**config.mk**
```make
export PLATFORM = sky130hd
export DESIGN_NAME = utf8_stream_sanitizer
export DESIGN_NICKNAME = d
export VERILOG_FILES = /design/src/design/u8san_pkg.sv /design/src/design/utf8_stream_sanitizer.sv /design/src/design/u8san_fifo.sv /design/src/design/u8san_front.sv /design/src/design/u8san_back.sv
export SDC_FILE = /design/constraint.sdc
export NUM_CORES = 1
export LEC_CHECK = 0
export ABC_CLOCK_PERIOD_IN_PS = 5950
export BUFFER_PORTS_ARGS = -buffer_cell sky130_fd_sc_hd__buf_4
export CORE_UTILIZATION = 35
export CTS_CLUSTER_DIAMETER = 150
export DETAILED_ROUTE_END_ITERATION = 8
export GPL_TIMING_DRIVEN = 0
export HOLD_SLACK_MARGIN = 0.05
export SETUP_SLACK_MARGIN = 0.05
export SYNTH_ARGS = -nofsm -noshare
export SYNTH_HDL_FRONTEND = slang
export SYNTH_SLANG_ARGS = --single-unit
```
**constraint.sdc**
```tcl
create_clock -name clk -period 5.95 [get_ports clk]
set_clock_uncertainty 0.15 [all_clocks]
set_input_delay 0.2975 -clock clk [delete_from_list [all_inputs] [get_ports clk]]
set_output_delay 0.2975 -clock clk [all_outputs]
set_load 0.005 [all_outputs]
```
**src/design/u8san_pkg.sv**
```systemverilog
// ----------------------------------------------------------------------------
// UTF-8 stream sanitizer package
// Token kinds, queue entry type and the byte rules that the front and the
// back of the sanitizer share.
// ----------------------------------------------------------------------------
package u8san_pkg;

	// Number of token slots in one queue entry: lead, two held bytes, new byte.
	localparam int NUM_TOK     = 4;
	localparam int FIFO_DEPTH  = 4;
	localparam int FIFO_AW     = 2;
	localparam int FIFO_CW     = 3;

	// Fixed output bytes.
	localparam logic [7:0] EURO_B0   = 8'd226;
	localparam logic [7:0] EURO_B1   = 8'd130;
	localparam logic [7:0] EURO_B2   = 8'd172;
	localparam logic [7:0] LINE_LF   = 8'd10;
	localparam logic [7:0] LINE_CR   = 8'd13;
	localparam logic [7:0] PFX_C2    = 8'd194;
	localparam logic [7:0] PFX_C3    = 8'd195;
	localparam logic [7:0] REENC_OFS = 8'd64;

	// What the back does with one byte.
	typedef enum logic [2:0] {
		TK_NONE  = 3'd0,
		TK_PASS  = 3'd1,
		TK_EURO  = 3'd2,
		TK_NEL   = 3'd3,
		TK_PFX   = 3'd4,
		TK_REENC = 3'd5
	} tok_kind_t;

	typedef struct packed {
		tok_kind_t  kind;
		logic [7:0] data;
	} tok_t;

	typedef tok_t [NUM_TOK-1:0] u8san_entry_t;

	// Byte rules for a byte that does not open a pending sequence.
	function automatic tok_kind_t classify(input logic [7:0] c);
		tok_kind_t k;
		k = TK_NONE;
		if (c inside {[8'd32:8'd126]}) begin
			k = TK_PASS;
		end else if (c == 8'd128) begin
			k = TK_EURO;
		end else if (c == 8'd133) begin
			k = TK_NEL;
		end else if (c inside {[8'd160:8'd191]}) begin
			k = TK_PFX;
		end else if (c >= 8'd192) begin
			k = TK_REENC;
		end
		return k;
	endfunction

	// A lead byte of a well-formed multi-byte sequence.
	function automatic logic is_lead(input logic [7:0] c);
		return (c inside {[8'd194:8'd244]});
	endfunction

	function automatic logic is_cont(input logic [7:0] c);
		return (c inside {[8'd128:8'd191]});
	endfunction

	// Continuation bytes that a lead byte asks for.
	function automatic logic [1:0] need_of(input logic [7:0] c);
		logic [1:0] n;
		if (c < 8'd224) begin
			n = 2'd1;
		end else if (c < 8'd240) begin
			n = 2'd2;
		end else begin
			n = 2'd3;
		end
		return n;
	endfunction

	// Index of the final output byte of a token.
	function automatic logic [1:0] tok_end(input tok_kind_t k);
		logic [1:0] e;
		case (k)
			TK_EURO:  e = 2'd2;
			TK_NEL:   e = 2'd1;
			TK_PFX:   e = 2'd1;
			TK_REENC: e = 2'd1;
			default:  e = 2'd0;
		endcase
		return e;
	endfunction

	// Output byte number sub of a token.
	function automatic logic [7:0] tok_byte(input tok_t t, input logic [1:0] sub);
		logic [7:0] b;
		case (t.kind)
			TK_EURO:  b = (sub == 2'd0) ? EURO_B0 : ((sub == 2'd1) ? EURO_B1 : EURO_B2);
			TK_NEL:   b = (sub == 2'd0) ? LINE_LF : LINE_CR;
			TK_PFX:   b = (sub == 2'd0) ? PFX_C2 : t.data;
			TK_REENC: b = (sub == 2'd0) ? PFX_C3 : (t.data - REENC_OFS);
			default:  b = t.data;
		endcase
		return b;
	endfunction

endpackage

```
**src/design/utf8_stream_sanitizer.sv**
```systemverilog
// The first output byte of an item passes the token queue and the back's token
// register before it reaches the single output byte register. Throughput: one
// output byte per cycle while the consumer pops; an item yields 0 to 10 bytes.
// Input items are taken every cycle while the four-entry token queue has room.
// Reset (arst_n low) clears the pending sequence, the queue and the output register.
// ----------------------------------------------------------------------------
// UTF-8 stream sanitizer
// Drops control bytes, maps stray high codes, re-encodes broken sequences and
// passes well-formed UTF-8 through, one input byte per item.
// ----------------------------------------------------------------------------
module utf8_stream_sanitizer (
	input  logic       clk,
	input  logic       arst_n,
	input  logic       push,
	output logic       full,
	input  logic [7:0] in_byte,
	input  logic       in_last,
	output logic       empty,
	input  logic       pop,
	output logic [7:0] out_byte,
	output logic       run_last
);
	import u8san_pkg::*;

	u8san_entry_t front_entry;
	u8san_entry_t fifo_dout;
	logic         front_has_work;
	logic         accept;
	logic         fifo_push;
	logic         fifo_full;
	logic         fifo_empty;
	logic         fifo_pop;
	logic         back_busy;

	assign full      = fifo_full;
	assign accept    = push && !fifo_full;
	assign fifo_push = accept && front_has_work;

	// Front: sequence tracking and classification.
	u8san_front u_front (
		.clk      (clk),
		.arst_n   (arst_n),
		.accept   (accept),
		.in_byte  (in_byte),
		.in_last  (in_last),
		.entry    (front_entry),
		.has_work (front_has_work)
	);

	// Queue between front and back.
	u8san_fifo u_fifo (
		.clk    (clk),
		.arst_n (arst_n),
		.push   (fifo_push),
		.din    (front_entry),
		.full   (fifo_full),
		.pop    (fifo_pop),
		.dout   (fifo_dout),
		.empty  (fifo_empty)
	);

	// Back: token expansion and output register.
	u8san_back u_back (
		.clk        (clk),
		.arst_n     (arst_n),
		.fifo_empty (fifo_empty),
		.fifo_dout  (fifo_dout),
		.fifo_pop   (fifo_pop),
		.pop        (pop),
		.empty      (empty),
		.out_byte   (out_byte),
		.run_last   (run_last),
		.busy       (back_busy)
	);

	// A queued entry is visible to the back in the next cycle.
	a_push_visible: assert property (@(posedge clk) disable iff (!arst_n)
		fifo_push |=> !fifo_empty)
		else $error("queued entry not visible to the back");

	// With nothing queued or in progress, no output item can appear.
	a_no_phantom: assert property (@(posedge clk) disable iff (!arst_n)
		(fifo_empty && !back_busy && empty && !fifo_push) |=> empty)
		else $error("output item appeared with no work pending");

	// The queue only fills through a push from the front.
	a_full_by_push: assert property (@(posedge clk) disable iff (!arst_n)
		$rose(full) |-> $past(fifo_push))
		else $error("queue became full without a push");

endmodule

```
**src/design/u8san_fifo.sv**
```systemverilog
// ----------------------------------------------------------------------------
// Sanitizer token queue
// Short register queue of token entries between the front and the back.
// ----------------------------------------------------------------------------
module u8san_fifo (
	input  logic                   clk,
	input  logic                   arst_n,
	input  logic                   push,
	input  u8san_pkg::u8san_entry_t din,
	output logic                   full,
	input  logic                   pop,
	output u8san_pkg::u8san_entry_t dout,
	output logic                   empty
);
	import u8san_pkg::*;

	u8san_entry_t             mem_q [FIFO_DEPTH];
	logic [FIFO_AW-1:0]       wr_ptr_q;
	logic [FIFO_AW-1:0]       rd_ptr_q;
	logic [FIFO_CW-1:0]       count_q;
	logic                     do_push;
	logic                     do_pop;

	assign full    = (count_q == FIFO_CW'(FIFO_DEPTH));
	assign empty   = (count_q == '0);
	assign do_push = push && !full;
	assign do_pop  = pop && !empty;
	assign dout    = mem_q[rd_ptr_q];

	// Pointers and fill count.
	always_ff @(posedge clk or negedge arst_n) begin
		if (!arst_n) begin
			wr_ptr_q <= '0;
			rd_ptr_q <= '0;
			count_q  <= '0;
		end else begin
			if (do_push) begin
				wr_ptr_q <= wr_ptr_q + 1'b1;
			end
			if (do_pop) begin
				rd_ptr_q <= rd_ptr_q + 1'b1;
			end
			if (do_push && !do_pop) begin
				count_q <= count_q + 1'b1;
			end else if (do_pop && !do_push) begin
				count_q <= count_q - 1'b1;
			end
		end
	end

	// Entry storage.
	always_ff @(posedge clk) begin
		if (do_push) begin
			mem_q[wr_ptr_q] <= din;
		end
	end

endmodule

```
**src/design/u8san_front.sv**
```systemverilog
// ----------------------------------------------------------------------------
// Sanitizer front
// Tracks the pending multi-byte sequence and turns each item into a queue
// entry of up to four classified tokens.
// ----------------------------------------------------------------------------
module u8san_front (
	input  logic                    clk,
	input  logic                    arst_n,
	input  logic                    accept,
	input  logic [7:0]              in_byte,
	input  logic                    in_last,
	output u8san_pkg::u8san_entry_t entry,
	output logic                    has_work
);
	import u8san_pkg::*;

	logic [7:0] lead_q;
	logic [1:0] need_q;
	logic [1:0] cnt_q;
	logic [7:0] cont_q [2];

	logic [7:0] lead_d;
	logic [1:0] need_d;
	logic [1:0] cnt_d;
	logic       wr_cont;
	logic [2:0] cnt_inc;
	logic [7:0] c0_now;

	assign cnt_inc = {1'b0, cnt_q} + 3'd1;
	assign c0_now  = (cnt_q == 2'd0) ? in_byte : cont_q[0];

	// Classification and next sequence state.
	always_comb begin
		for (int i = 0; i < NUM_TOK; i++) begin
			entry[i].kind = TK_NONE;
			entry[i].data = '0;
		end
		lead_d  = lead_q;
		need_d  = need_q;
		cnt_d   = cnt_q;
		wr_cont = 1'b0;

		if (need_q == 2'd0) begin
			// No sequence pending: a lead opens one unless the string ends.
			if (is_lead(in_byte) && !in_last) begin
				lead_d = in_byte;
				need_d = need_of(in_byte);
				cnt_d  = 2'd0;
			end else begin
				entry[3].kind = classify(in_byte);
				entry[3].data = in_byte;
			end
		end else if (is_cont(in_byte)) begin
			if (cnt_inc >= {1'b0, need_q}) begin
				// Sequence complete; the 194 pair that encodes a control code is dropped.
				if (!(need_q == 2'd1 && lead_q == PFX_C2 && in_byte < 8'd160)) begin
					entry[0].kind = TK_PASS;
					entry[0].data = lead_q;
					entry[1].kind = (cnt_q >= 2'd1) ? TK_PASS : TK_NONE;
					entry[1].data = cont_q[0];
					entry[2].kind = (cnt_q >= 2'd2) ? TK_PASS : TK_NONE;
					entry[2].data = cont_q[1];
					entry[3].kind = TK_PASS;
					entry[3].data = in_byte;
				end
				need_d = 2'd0;
				cnt_d  = 2'd0;
			end else begin
				// Hold the byte; a cut-off sequence is repaired at once.
				wr_cont = 1'b1;
				cnt_d   = cnt_inc[1:0];
				if (in_last) begin
					entry[0].kind = TK_REENC;
					entry[0].data = lead_q;
					entry[1].kind = classify(c0_now);
					entry[1].data = c0_now;
					if (cnt_q == 2'd1) begin
						entry[2].kind = classify(in_byte);
						entry[2].data = in_byte;
					end
					need_d = 2'd0;
					cnt_d  = 2'd0;
				end
			end
		end else begin
			// Broken sequence: re-encode the lead, replay held bytes.
			entry[0].kind = TK_REENC;
			entry[0].data = lead_q;
			entry[1].kind = (cnt_q >= 2'd1) ? classify(cont_q[0]) : TK_NONE;
			entry[1].data = cont_q[0];
			entry[2].kind = (cnt_q >= 2'd2) ? classify(cont_q[1]) : TK_NONE;
			entry[2].data = cont_q[1];
			need_d = 2'd0;
			cnt_d  = 2'd0;
			if (is_lead(in_byte) && !in_last) begin
				lead_d = in_byte;
				need_d = need_of(in_byte);
			end else begin
				entry[3].kind = classify(in_byte);
				entry[3].data = in_byte;
			end
		end
	end

	always_comb begin
		has_work = 1'b0;
		for (int i = 0; i < NUM_TOK; i++) begin
			has_work = has_work | (entry[i].kind != TK_NONE);
		end
	end

	// Sequence control state.
	always_ff @(posedge clk or negedge arst_n) begin
		if (!arst_n) begin
			lead_q <= '0;
			need_q <= '0;
			cnt_q  <= '0;
		end else if (accept) begin
			lead_q <= lead_d;
			need_q <= need_d;
			cnt_q  <= cnt_d;
		end
	end

	// Held continuation bytes.
	always_ff @(posedge clk) begin
		if (accept && wr_cont) begin
			cont_q[cnt_q[0]] <= in_byte;
		end
	end

endmodule

```
**src/design/u8san_back.sv**
```systemverilog
// ----------------------------------------------------------------------------
// Sanitizer back
// Expands queued tokens into output bytes, one per cycle unless an unpopped byte
// stalls it, into an output register that the consumer pops.
// ----------------------------------------------------------------------------
module u8san_back (
	input  logic                    clk,
	input  logic                    arst_n,
	input  logic                    fifo_empty,
	input  u8san_pkg::u8san_entry_t fifo_dout,
	output logic                    fifo_pop,
	input  logic                    pop,
	output logic                    empty,
	output logic [7:0]              out_byte,
	output logic                    run_last,
	output logic                    busy
);
	import u8san_pkg::*;

	u8san_entry_t       toks_q;
	logic [NUM_TOK-1:0] mask_q;
	logic [1:0]         sub_q;
	logic               out_valid_q;
	logic [7:0]         out_byte_q;
	logic               out_last_q;

	logic [1:0]         cur_idx;
	logic [NUM_TOK-1:0] cur_oh;
	logic [NUM_TOK-1:0] rest;
	tok_t               cur_tok;
	logic               emit;
	logic               at_end;
	logic               load;
	logic [NUM_TOK-1:0] load_mask;

	// Lowest pending token is the one being expanded.
	always_comb begin
		cur_idx = '0;
		for (int i = NUM_TOK - 1; i >= 0; i--) begin
			if (mask_q[i]) begin
				cur_idx = 2'(i);
			end
		end
	end

	always_comb begin
		for (int i = 0; i < NUM_TOK; i++) begin
			load_mask[i] = (fifo_dout[i].kind != TK_NONE);
		end
	end

	assign cur_oh   = mask_q & (~mask_q + 1'b1);
	assign rest     = mask_q & ~cur_oh;
	assign cur_tok  = toks_q[cur_idx];
	assign busy     = (mask_q != '0);
	assign emit     = busy && (!out_valid_q || pop);
	assign at_end   = (sub_q == tok_end(cur_tok.kind));
	assign load     = !fifo_empty && (!busy || (emit && at_end && rest == '0));
	assign fifo_pop = load;

	assign empty    = !out_valid_q;
	assign out_byte = out_byte_q;
	assign run_last = out_last_q;

	// Token sequencing and output register control.
	always_ff @(posedge clk or negedge arst_n) begin
		if (!arst_n) begin
			mask_q      <= '0;
			sub_q       <= '0;
			out_valid_q <= 1'b0;
		end else begin
			if (load) begin
				mask_q <= load_mask;
				sub_q  <= '0;
			end else if (emit) begin
				if (at_end) begin
					mask_q <= rest;
					sub_q  <= '0;
				end else begin
					sub_q <= sub_q + 1'b1;
				end
			end
			if (emit) begin
				out_valid_q <= 1'b1;
			end else if (pop) begin
				out_valid_q <= 1'b0;
			end
		end
	end

	// Payload registers.
	always_ff @(posedge clk) begin
		if (load) begin
			toks_q <= fifo_dout;
		end
		if (emit) begin
			out_byte_q <= tok_byte(cur_tok, sub_q);
			out_last_q <= at_end && (rest == '0);
		end
	end

endmodule

```
Yosys cells after proc, flatten, opt, wreduce, memory -nomap -nowiden
Memories as Yosys holds them, arrays and structs flattened.
Index checks and enable logic that the tools add are counted.

word-level totals
  bits in writable memories = 192
  register bits after elaboration = 79
  output and inout port bits = 11
  input bits = 13
  memories = 2
  logic and storage cells = 224

cells by class
  bitwise gates (word level) = 7
  $lt $le $gt $ge = 30
  reductions and logical operators = 57
  add/subtract/negate cells = 8
  multiplexer cells = 80
  equality and inequality tests = 21

memories
  memory          words  bits a word  rd ports  clocked after memory_dff  wr ports  line               source
  u_fifo.mem_q    4      44           1         0                         1         u8san_fifo.sv:17   u8san_entry_t mem_q [FIFO_DEPTH];
  u_front.cont_q  2      8            2         0                         1         u8san_front.sv:20  logic [7:0] cont_q [2];

operators with widths
  cell                count
  $mux 33             3
  $ge 8x8->1 const B  10
  $mux 3              25
  $eq 8x8->1 const B  9
  $mux 8              7
  $mux 11             4
  $mux 44             1
  $mux 42             1
  $le 8x8->1 const B  5
  $mux 2              19
  $ge 8x6->1 const B  4
  $le 8x7->1 const B  4
  $pmux 8 s4          1
  $logic_and 1x1->1   25
  $lt 8x8->1 const B  3
  $reduce_bool 3->1   8
  $bmux 11 s2         1
  $mux 1              12
  $mux 4              3
  $eq 3x3->1 const B  3
  $mux 9              1
  $and 4x4->4         2
  $not 4->4           2
  $reduce_bool 2->1   4
  28 further kinds    46

Longest topological paths before layout
Gate-level depths: netlist of the first run.

  depth in word-level cells = 22
  depth in mapped cells = 16

Modules after synthesis
From an unflattened synthesis of the first run, not the netlist that was laid out.

second synthesis, totals
  cell total of the unflattened synthesis = 694
  area, all modules = 11867.6 um^2

modules (own cells, without submodules)
  module                 area each (um^2)  cells each  seq. area each (um^2)  times used
  u8san_fifo             6847.8            267         5460.2                 1
  u8san_back             2819.0            198         1766.7                 1
  u8san_front            2185.8            227         780.7                  1
  utf8_stream_sanitizer  15.0              2           0.0                    1

Worst setup path before layout of the first run
No wires, ideal clock.

  kind = reg-to-reg
  start point = register u_back.mask_q[3]
  end point = register u_fifo.count_q[1]
  cell stages (with the launch flop) = 15
  period minus slack after synthesis = 4.639 ns
  data arrival time = 4.364 ns
  library setup time = 0.125 ns
  buffers on the path = 1
  slack = 1.311 ns
  required time = 5.675 ns
  cells stage by stage = dfrtp_1 -> buf_6 -> or3_4 -> a21o_1 -> a211o_1 -> or4_1 -> a31o_2 -> or3_1 -> a31oi_1 -> o21a_2 -> inv_2 -> ha_1 -> inv_1 -> fa_1 -> mux2_2

on the way
  word-level cells in the longest chain between the ends = 18

RTL lines
  item                                         line              source
  start: declaration                           u8san_back.sv:21  logic [NUM_TOK-1:0] mask_q;
  start signal: assignment                     u8san_back.sv:73  mask_q <= load_mask;
  start signal: assignment                     u8san_back.sv:77  mask_q <= rest;
  $mux 2 (4 in a row)                          u8san_back.sv:40  if (mask_q[i]) begin
  $bmux 11 s2                                  u8san_back.sv:54  assign cur_tok = toks_q[cur_idx];
  $mux 11 (implied by the code)                u8san_back.sv:54
  $eq 3x2->1 or $eq 3x3->1 (tied branches)     u8san_pkg.sv:84   case (k)
  $reduce_or 3->1 (no line)                    --
  $pmux 2 s2                                   u8san_pkg.sv:84
  $eq 2x2->1                                   u8san_back.sv:57  assign at_end = (sub_q == tok_end(cur_tok.kind));
  $logic_and 1x1->1 (2 in a row)               u8san_back.sv:58  assign load = !fifo_empty && (!busy || (emit && at_end && rest == '0));
  $logic_or 1x1->1 (*)                         u8san_back.sv:58
  $logic_and 1x1->1 (*)                        u8san_back.sv:58
  $logic_and 1x1->1 (*)                        u8san_fifo.sv:27  assign do_pop = pop && !empty;
  $logic_not 1->1                              u8san_fifo.sv:43  if (do_push && !do_pop) begin
  $logic_and 1x1->1                            u8san_fifo.sv:43
  $mux 3 or $reduce_bool 2->1 (tied branches)  --
  end signal: assignment                       u8san_fifo.sv:44  count_q <= count_q + 1'b1;
  end signal: assignment                       u8san_fifo.sv:46  count_q <= count_q - 1'b1;
  end: declaration                             u8san_fifo.sv:20  logic [FIFO_CW-1:0] count_q;

Every way passes the cells marked *; elsewhere a longest branch is shown, timed or not. The select of a mux whose other input is x is not followed.
A chain may end at the register's enable or synchronous reset.

Final worst setup path of the first run
Ends and elaborated chain as after synthesis.

==> metrics.txt, run 1 <==
outcome=completed; total track usage=14.3%; Worst Hold Class=in -> async; top post-synthesis cells by count=edfxtp_1 (240), mux4_2 (50), nor2_1 (42), nand2_1 (36), a21oi_1 (29); Place WS=601 ps; initial antenna violation count=0; CTS hold repair buffers=11; vias in the first global route=about 6,100; number of synthesized flops with an enable pin=240; largest cells by area after synthesis=edfxtp_1 (65%), mux4_2 (10%), dfrtp_1 (5.9%); H-Tree Depth=1; first-pass GRT wire length=35,900 um; wire per inst=20.0 um; Worst-Skew Late Latency=between 500 and 600 ps; Yosys cell types=57; Die H=180 um; Clock Tree Root=clkbuf_16; most numerous cell in the Yosys netlist=edfxtp_1; die area=0.0325 mm^2; maximum vdd drop=~0.00024 V; pwr dens=487 mW/mm^2; RSZ-0062 raised after global routing=false; Worst Path Arrival=5580 ps; CTS resizes=0; Post-Synthesis Cells=670; Final Cycle Share=89.1%; sequential area share after synthesis=70.7%; Std-Cell Rows=64; Reg2Reg Setup Slack=650 ps; Congestion Overflow GR=0; synthesized flop and latch total=266; post-CTS setup-driven buffer insertion count=0; main flop type after synthesis=edfxtp_1; Non-Filler Instances=between 1,000 and 1,500; routed vias=approximately 6,000; routability cong.=0.896; final setup fails=0; Final nets=roughly 770; Leak=0.00431 uW; final hold violations=0; CTS tree=built; core area=about 0.03 mm^2; PnR worst setup slack=646 ps; Worst slew margin=22.0%; dpl cells=1,093; worst setup path endpoint=u_fifo.count_q[1]; Worst Path Required=6230 ps; drt first pass iters=5; Clock Tree Buf Depth=3; CTS Sinks=266; max-cap viol count=0; CP Launch Point=u_back.mask_q[3]; R2R Path End=u_fifo.count_q[1]; reg2reg path depth=14; DP Wirelength=15,800 um; Post-Syn Area per Cell=approximately 17 um^2; Slew @ Worst Pin=~1200 ps; Yosys Warn Count=0; Crit Path Max Fanout=46; ys async rst share=9.77%; Mapped Area=between 0.01 and 0.015 mm^2; io pins=24; layout cells sized above 1=a little under a fifth; Die X-Extent=180 um; IO buf count=23; top-area cell type share of the netlist area=64.9%; Residual DRC=0; area delta synth->final=15.9%; Reg-to-Reg Start=u_back.mask_q[3]; cell taking the most area after synthesis=edfxtp_1; TritonCTS Buffers=28; Initial Util=35.9%; Tmin final=around 5300 ps; CTS clk-pin slew, worst paths=60 ps; max-slew violations=0; setup total negative slack=0 ps; Fmax=~0.19 GHz; initial DRC count=~530; largest net degree at the start of global routing=47; ANT nets after route=0; Syn Nets=698; Final Routed Wirelength=23,100 um; Worst setup SP type=flop; Via density=around 5.2; CP endpoint kind=flop; # diodes=0; kind of critical path=reg -> reg
registers in the layout (all words and copies together), names as in the netlist:
| name | count |
|---|---|
| u_fifo.count_q | 3 |
| u_front.need_q | 2 |
| u_back.toks_q | 43 |
| u_back.sub_q | 2 |
| u_fifo.rd_ptr_q | 2 |
| u_front.cont_q | 16 |
| u_fifo.mem_q | 172 |
| u_back.mask_q | 4 |
| u_back.out_valid_q | 1 |
| u_fifo.wr_ptr_q | 2 |
| u_front.lead_q | 8 |
| u_back.run_last | 1 |
| u_front.cnt_q | 2 |
| u_back.out_byte | 8 |
cells in the final DEF (no fill, tap or decap), types with 6 or more instances in the layout:
master,Yosys,routed
clkinv_2,0,7
inv_1,18,18
nor3_1,11,11
a21o_1,6,6
nor2_1,42,42
and2_1,21,17
buf_4,0,23
mux2_2,7,7
o21ai_0,26,26
mux4_2,50,50
nand3_1,7,7
clkbuf_16,0,28
nand2_1,36,36
clkbuf_1,19,22
dfrtp_1,26,26
dlygate4sd3_1,0,11
a21oi_1,29,29
ha_1,13,13
a22oi_1,6,6
nor2b_1,7,7
o21ai_1,7,6
edfxtp_1,240,240
final cells by class:
type	count	area, um^2
sequential	266	7860
fill	2771	18000
tap	396	495
buffer	25	101
multi-input combinational	360	3100
clock buffer	35	767
inverter	19	71.3
clock inverter	16	108
timing repair buffer	38	370
power by group:
group | leakage [uW] | internal [uW] | switching [uW]
combinational | 0.00137 | 781 | 1090
clock | 0.000434 | 919 | 711
sequential | 0.00251 | 2630 | 132
total | 0.00431 | 4330 | 1940
worst min-delay path by stage:
stage / from / to / slack [ps] / cells after the start
floorplan: arst_n / u_back.mask_q[0] / -150 / 0
global placement: arst_n / u_back.sub_q[1] / 90 / 1
detailed placement: arst_n / u_back.sub_q[0] / 90 / 1
CTS: arst_n / u_front.lead_q[3] / 60 / 2
global route: arst_n / u_back.sub_q[1] / 80 / 2
finish: arst_n / u_back.sub_q[0] / 70 / 2
through the flow:
step                hold WS, ps  utilization, %  cell area (um^2)  total power, uW
floorplan                  -148               -             11100             4060
global placement           87.0            38.1             11800             4650
detailed placement         87.4            38.4             11900             4700
CTS                        63.9            41.6             12900             6330
global route               79.5            41.6             12900             6610
finish                     67.9            41.6             12900             6260
metal layers:
metal  share of wire [%]  GRT usage (%)
met5                   0              0
met4                 2.6           4.24
met3                 4.3           2.47
met2                  46           22.8
met1                  47           20.1
cell families (layout without fill, tap and decap cells):
family | Yosys count | after routing | share of synthesized area [%]
AO/OA/AOI/OAI | 115 | 115 | 6.71
XOR/XNOR | 9 | 9 | 0.709
adder cells (fa/ha/maj) | 15 | 15 | 1.82
buffers and inverters | 44 | 133 | 1.55
flip-flops | 266 | 266 | 70.7
multiplexers | 61 | 61 | 11.2
AND/OR/NAND/NOR | 160 | 160 | 7.26
worst max-delay path: stages (launching register included):
cell and delay, ps:
dfrtp_1 370, buf_6 130, or3_4 390, a21o_1 240
a211o_1 320, or4_1 500, a31o_2 260, or3_1 310
a31oi_1 270, o21a_2 940, inv_2 250, ha_1 320
inv_1 80, fa_1 390, mux2_2 270
(Power assumes the default switching activity.)
==> run 2: changes to the inputs <==
--- a/config.mk
+++ b/config.mk
@@ -7,6 +7,7 @@
 export LEC_CHECK = 0
 export ABC_CLOCK_PERIOD_IN_PS = 5950
 export BUFFER_PORTS_ARGS = -buffer_cell sky130_fd_sc_hd__buf_4
+export CORE_ASPECT_RATIO = 0.5
 export CORE_UTILIZATION = 35
 export CTS_CLUSTER_DIAMETER = 150
 export DETAILED_ROUTE_END_ITERATION = 8
==> run 2 against run 1 <==
Effect of this change:
- register-to-register slack lost 170 ps
- first-iteration DRC count rose by 34%
- combinational power hardly changed
- sequential power hardly changed
- sequential cell count unchanged
- critical endpoint unchanged
- largest cell class unchanged
- largest power group unchanged
==> metrics.txt, run 2 (synthesis results as in run 1) <==
max-cap viol count=0 (unchanged); Worst Hold Class=in -> async; total track usage=15.1% (+0.79 points); max reg flops=172 (unchanged); Final Cycle Share=92.1% (+2.9 points); Final Routed Wirelength=23,800 um (+3.1%); Final nets=766 (unchanged); Clock Tree Buf Depth=3 (unchanged); Residual DRC=0 (unchanged); first-pass GRT wire length=37,000 um (+3.0%); Congestion Overflow GR=0 (unchanged); Via density=5.26 (+0.30%); hold_ws=83.2 ps (+15.3 ps); # diodes=0 (unchanged); R2R Path End=u_fifo.count_q[1]; Worst Path Required=6210 ps (-20 ps); Crit Path Max Fanout=46 (unchanged); io pins=24 (unchanged); CTS resizes=0 (unchanged); most frequent cells in the layout=edfxtp_1 (240), mux4_2 (50), nor2_1 (42); maximum vdd drop=0.000216 V (-8.0%); outcome=completed; Leak=0.00426 uW (-1.2%); CTS tree=built; kind of critical path=reg -> reg; layout cells sized above 1=18.2% (-0.77 points); initial DRC count=713 (+34%); final hold violations=0 (unchanged); Std-Cell Rows=45 (-30%); CTS Sinks=266 (unchanged); Initial Util=36.1% (+0.20 points); Largest Register=u_fifo.mem_q; initial antenna violation count=0 (unchanged); H-Tree Depth=1 (unchanged); wire per inst=20.2 um (+0.85%); routability cong.=0.873 (-2.6%); Worst-Skew Late Latency=530 ps (about the same); largest net degree at the start of global routing=47 (unchanged); ANT nets after route=0 (unchanged); dpl cells=1,120 (+2.5%); Design Power=6170 uW (-1.4%); area delta synth->final=15.4%; drt first pass iters=5 (unchanged); routed vias=6,211 (+2.6%); TritonCTS Buffers=27 (-3.6%); Reg2Reg Setup Slack=470 ps (-170 ps); Worst Path Arrival=5740 ps (+160 ps); CP endpoint kind=flop; pwr dens=481 mW/mm^2 (-1.0%); Non-Filler Instances=1,181 (+2.3%); setup total negative slack=0 ps (unchanged); IO buf count=23 (unchanged); Clock Tree Root=clkbuf_16; reg2reg path depth=14 (unchanged); Die H=128 um (-29%); Worst slew margin=24.5% (+2.5 points); Die X-Extent=254 um (+41%); DP Wirelength=16,400 um (+4.0%); final setup fails=0 (unchanged); RSZ-0062 raised after global routing=false; die area=0.0325 mm^2 (+0.13%); post-CTS setup-driven buffer insertion count=0 (unchanged); commonest non-fill, non-tap cell in the layout=edfxtp_1; CTS clk-pin slew, worst paths=60 ps (about the same); Fmax=0.183 GHz (-3.2%); Tmin final=5480 ps (+174 ps); Worst setup SP type=flop; vias in the first global route=6,090 (+0.15%); core area=0.0307 mm^2 (-0.54%); Slew @ Worst Pin=1120 ps (-45.7 ps); Reg-to-Reg Start=u_back.mask_q[3]; max-slew violations=0 (unchanged)
-- run 2: area by class of cell --
cell class | instances | area, um^2
Fill cell | 2752 | 17900
Timing Repair Buffer | 39 | 370
Buffer | 25 | 101
Inverter | 19 | 71.3
Multi-Input combinational cell | 360 | 3100
Tap cell | 423 | 529
Clock buffer | 31 | 691
Sequential cell | 266 | 7860
Clock inverter | 18 | 103
-- run 2: power breakdown --
part | switching (uW) | total [uW] | internal [uW]
Sequential | 140 | 2770 | 2630
Clock | 688 | 1520 | 835
Combinational | 1100 | 1880 | 783
-- run 2: timing repair --
item,4_1_cts,5_1_grt
hold endpoints to repair,48,0
hold buffers,11,0
endpoints found under the setup margin,0,0
-- run 2: worst max-delay path by stage --
stage / startpoint / to / slack [ps] / depth (start not counted)
finish: u_back.mask_q[3] / u_fifo.count_q[1] / 470 / 14
global route: u_back.mask_q[2] / u_fifo.count_q[1] / 130 / 14
CTS: u_back.mask_q[3] / u_fifo.count_q[1] / 480 / 14
detailed placement: u_back.mask_q[3] / u_fifo.count_q[1] / 500 / 14
global placement: u_front.cnt_q[0] / u_fifo.mem_q[1][11] / -30 / 9
floorplan: u_back.mask_q[3] / u_fifo.count_q[1] / 1310 / 14
-- run 2: stage by stage --
step / setup slack (ps) / area, um^2 / utilization (%)
after floorplan: 1310 / 11100 / -
after global placement: -30.1 / 11800 / 38.4
after detailed placement: 502 / 11900 / 38.7
after CTS: 484 / 12800 / 41.7
after global routing: 127 / 12800 / 41.7
final: 472 / 12800 / 41.7
-- run 2: routing by layer --
layer | vias to the layer above | global-route usage (%) | wire length, um
li1 | 2800 | - | -
met2 | 187 | 23.1 | 10700
met5 | - | 0 | 0
met4 | 0 | 3.05 | 342
met1 | 3194 | 22.6 | 11300
met3 | 30 | 2.80 | 1510
-- run 2: critical path, cell delays in order, from the launching register on --
cell	delay (ps)
dfrtp_1	370
buf_6	130
or3_4	390
a21o_1	240
a211o_1	320
or4_1	500
a31o_2	250
or3_1	320
a31oi_1	380
o21a_2	930
inv_2	280
ha_1	320
inv_1	90
fa_1	390
mux2_2	270
==> run 3: changes to the inputs <==
--- a/config.mk
+++ b/config.mk
@@ -8,11 +8,12 @@
 export ABC_CLOCK_PERIOD_IN_PS = 5950
 export BUFFER_PORTS_ARGS = -buffer_cell sky130_fd_sc_hd__buf_4
 export CORE_ASPECT_RATIO = 0.5
-export CORE_UTILIZATION = 35
-export CTS_CLUSTER_DIAMETER = 150
+export CORE_UTILIZATION = 50
+export CTS_CLUSTER_DIAMETER = 80
 export DETAILED_ROUTE_END_ITERATION = 8
 export GPL_TIMING_DRIVEN = 0
 export HOLD_SLACK_MARGIN = 0.05
+export PLACE_DENSITY = 0.66
 export SETUP_SLACK_MARGIN = 0.05
 export SYNTH_ARGS = -nofsm -noshare
 export SYNTH_HDL_FRONTEND = slang
==> run 3 against run 2 <==
Effect of this change:
- total power is 1.1% higher
- global-route usage grew 6.8 points
- clock power grew 6%
- sequential cell count did not move
- register-to-register slack better by 380 ps
- die area decreased by 30%
- clock-buffer cell count fell by 1
- core utilization up 17 points
- fmax grew 7.4%
- critical endpoint unchanged
==> metrics.txt, run 3 (synthesis results as in run 1) <==
DP Wirelength=16,200 um (-1.3%); vias in the first global route=6,160 (+1.1%); multi-input logic area=0.00310 mm^2 (unchanged); Largest Register=u_fifo.mem_q; Worst Hold Class=in -> async; Design Power=6240 uW (+1.1%); number of fill cells in the layout=1,663 (-40%); Tmin final=5100 ps (-380 ps); io pins=24 (unchanged); CTS clk-pin slew, worst paths=70 ps (about the same); pwr dens=492 mW/mm^2 (+2.2%); area delta synth->final=14.2%; initial DRC count=478 (-33%); kind of critical path=reg -> reg; commonest non-fill, non-tap cell in the layout=edfxtp_1; max reg flops=172 (unchanged); Final Core Density=58.4% (+17 points); initial antenna violation count=1 (+1); Congestion Overflow GR=0 (unchanged); Reg2Reg Setup Slack=850 ps (+380 ps); Final Cycle Share=85.7% (-6.4 points); layout cells sized above 1=17.7% (-0.52 points); Crit Path Max Fanout=46 (unchanged); die area=0.0229 mm^2 (-30%); Clock Tree Buf Depth=3 (unchanged); max-slew violations=0 (unchanged); Slowest-stage cell, CP=o21a_4; # diodes=0 (unchanged); RSZ-0062 raised after global routing=false; Final nets=764 (-0.26%); CP endpoint kind=flop; H-Tree Depth=1 (unchanged); CTS Sinks=266 (unchanged); Die X-Extent=213 um (-16%); PnR worst setup slack=852 ps (+380 ps); setup total negative slack=0 ps (unchanged); Slew @ Worst Pin=1300 ps (+173 ps); Std-Cell Rows=38 (-16%); total track usage=21.9% (+6.8 points); post-CTS setup-driven buffer insertion count=0 (unchanged); first-pass GRT wire length=36,400 um (-1.6%); Worst Path Required=6220 ps (about the same); Final Routed Wirelength=24,000 um (+0.82%); final setup fails=0 (unchanged); register area=0.00786 mm^2 (unchanged); max-cap viol count=0 (unchanged); final hold violations=0 (unchanged); CTS tree=built; ANT nets after route=0 (unchanged); Initial Util=51.1% (+15 points); reg2reg path depth=14 (unchanged); CP Cell Sequence=buf_1 -> nor3b_1 -> o31ai_1 -> a211o_1 -> or4_1 -> a31o_2 -> or3_1 -> a31oi_1 -> o21a_4 -> inv_2 -> ha_1 -> inv_1 -> fa_1 -> mux2_2; TritonCTS Buffers=24 (-11%); Reg-to-Reg Start=u_back.mask_q[2]; most frequent cells in the layout=edfxtp_1 (240), mux4_2 (50), nor2_1 (42); routability cong.=0.878 (+0.57%); Clock Tree Root=clkbuf_16; Worst slew margin=12.9% (-12 points); outcome=completed; Worst-Skew Late Latency=530 ps (about the same); core area=0.0217 mm^2 (-29%); routed vias=6,179 (-0.52%); R2R Path End=u_fifo.count_q[1]; wire per inst=22.9 um (+13%); Residual DRC=0 (unchanged); Via density=5.87 (+12%); maximum vdd drop=0.000212 V (-2.0%); Worst Path Arrival=5370 ps (-370 ps); Fmax=0.196 GHz (+7.4%); IO buf count=23 (unchanged); crit-path max cell delay=630 ps (-300 ps); Die H=107 um (-16%); Leak=0.00427 uW (+0.23%); Worst setup SP type=flop; Place WS=426 ps (-76.8 ps); largest net degree at the start of global routing=47 (unchanged); drt first pass iters=5 (unchanged)
## run 3: cell types whose count changed in the layout (fill, tap and decap cells not counted), sizes merged
cell | before | now
bufinv | 0 | 4
clkbuf | 50 | 49
buf | 34 | 35
clkinv | 14 | 5
clkinvlp | 3 | 2
## run 3: worst max-delay path by stage
stage	from	cells past startpoint	to	slack, ps
4_1_cts	u_back.mask_q[2]	14	u_fifo.count_q[1]	430
2_1_floorplan	u_back.mask_q[3]	14	u_fifo.count_q[1]	1310
3_3_place_gp	u_front.cnt_q[0]	9	u_fifo.mem_q[0][33]	170
3_5_place_dp	u_back.mask_q[3]	14	u_fifo.count_q[1]	430
6_report	u_back.mask_q[2]	14	u_fifo.count_q[1]	850
5_1_grt	u_back.mask_q[2]	14	u_fifo.count_q[1]	470
## run 3: through the flow
stage	hold slack [ps]	std cells	instance area (um^2)
after floorplan	-148	670	11100
after global placement	92.2	993	11700
after detailed placement	96.3	999	11800
after CTS	87.2	1052	12700
after global routing	118	1052	12700
final	83.4	1052	12700
## run 3: cell type report
class	instances	share of cell area (%)
Tap cell	300	2.96
Inverter	19	0.562
Clock inverter	12	1.29
Timing Repair Buffer	40	2.96
Sequential cell	266	61.9
Clock buffer	30	5.08
Buffer	25	0.799
Multi-Input combinational cell	360	24.4
## run 3: routing by layer
| layer | wire [um] | global-route usage [%] |
|---|---|---|
| met5 | 0 | 0 |
| met4 | 425 | 4.32 |
| met3 | 1600 | 4.11 |
| met2 | 10400 | 32.1 |
| met1 | 11600 | 34.3 |
## run 3: critical path: cells and delay by family (launching register included)
kind,cells,cell delay (ps)
AO/OA/AOI/OAI,5,1830
AND/OR/NAND/NOR,3,1080
adder cells (fa/ha/maj),2,680
buffers and inverters,3,550
flip-flops,1,410
multiplexers,1,270
## run 3: repair_timing
item	CTS	global route
endpoints found under the hold margin	47	0
hold buffers	11	0
endpoints found under the setup margin	0	1
gates resized for setup	0	1
## run 3: power by group
group	total, uW	internal [uW]	switching [uW]
combinational	1870	786	1090
clock	1610	941	665
sequential	2760	2620	140
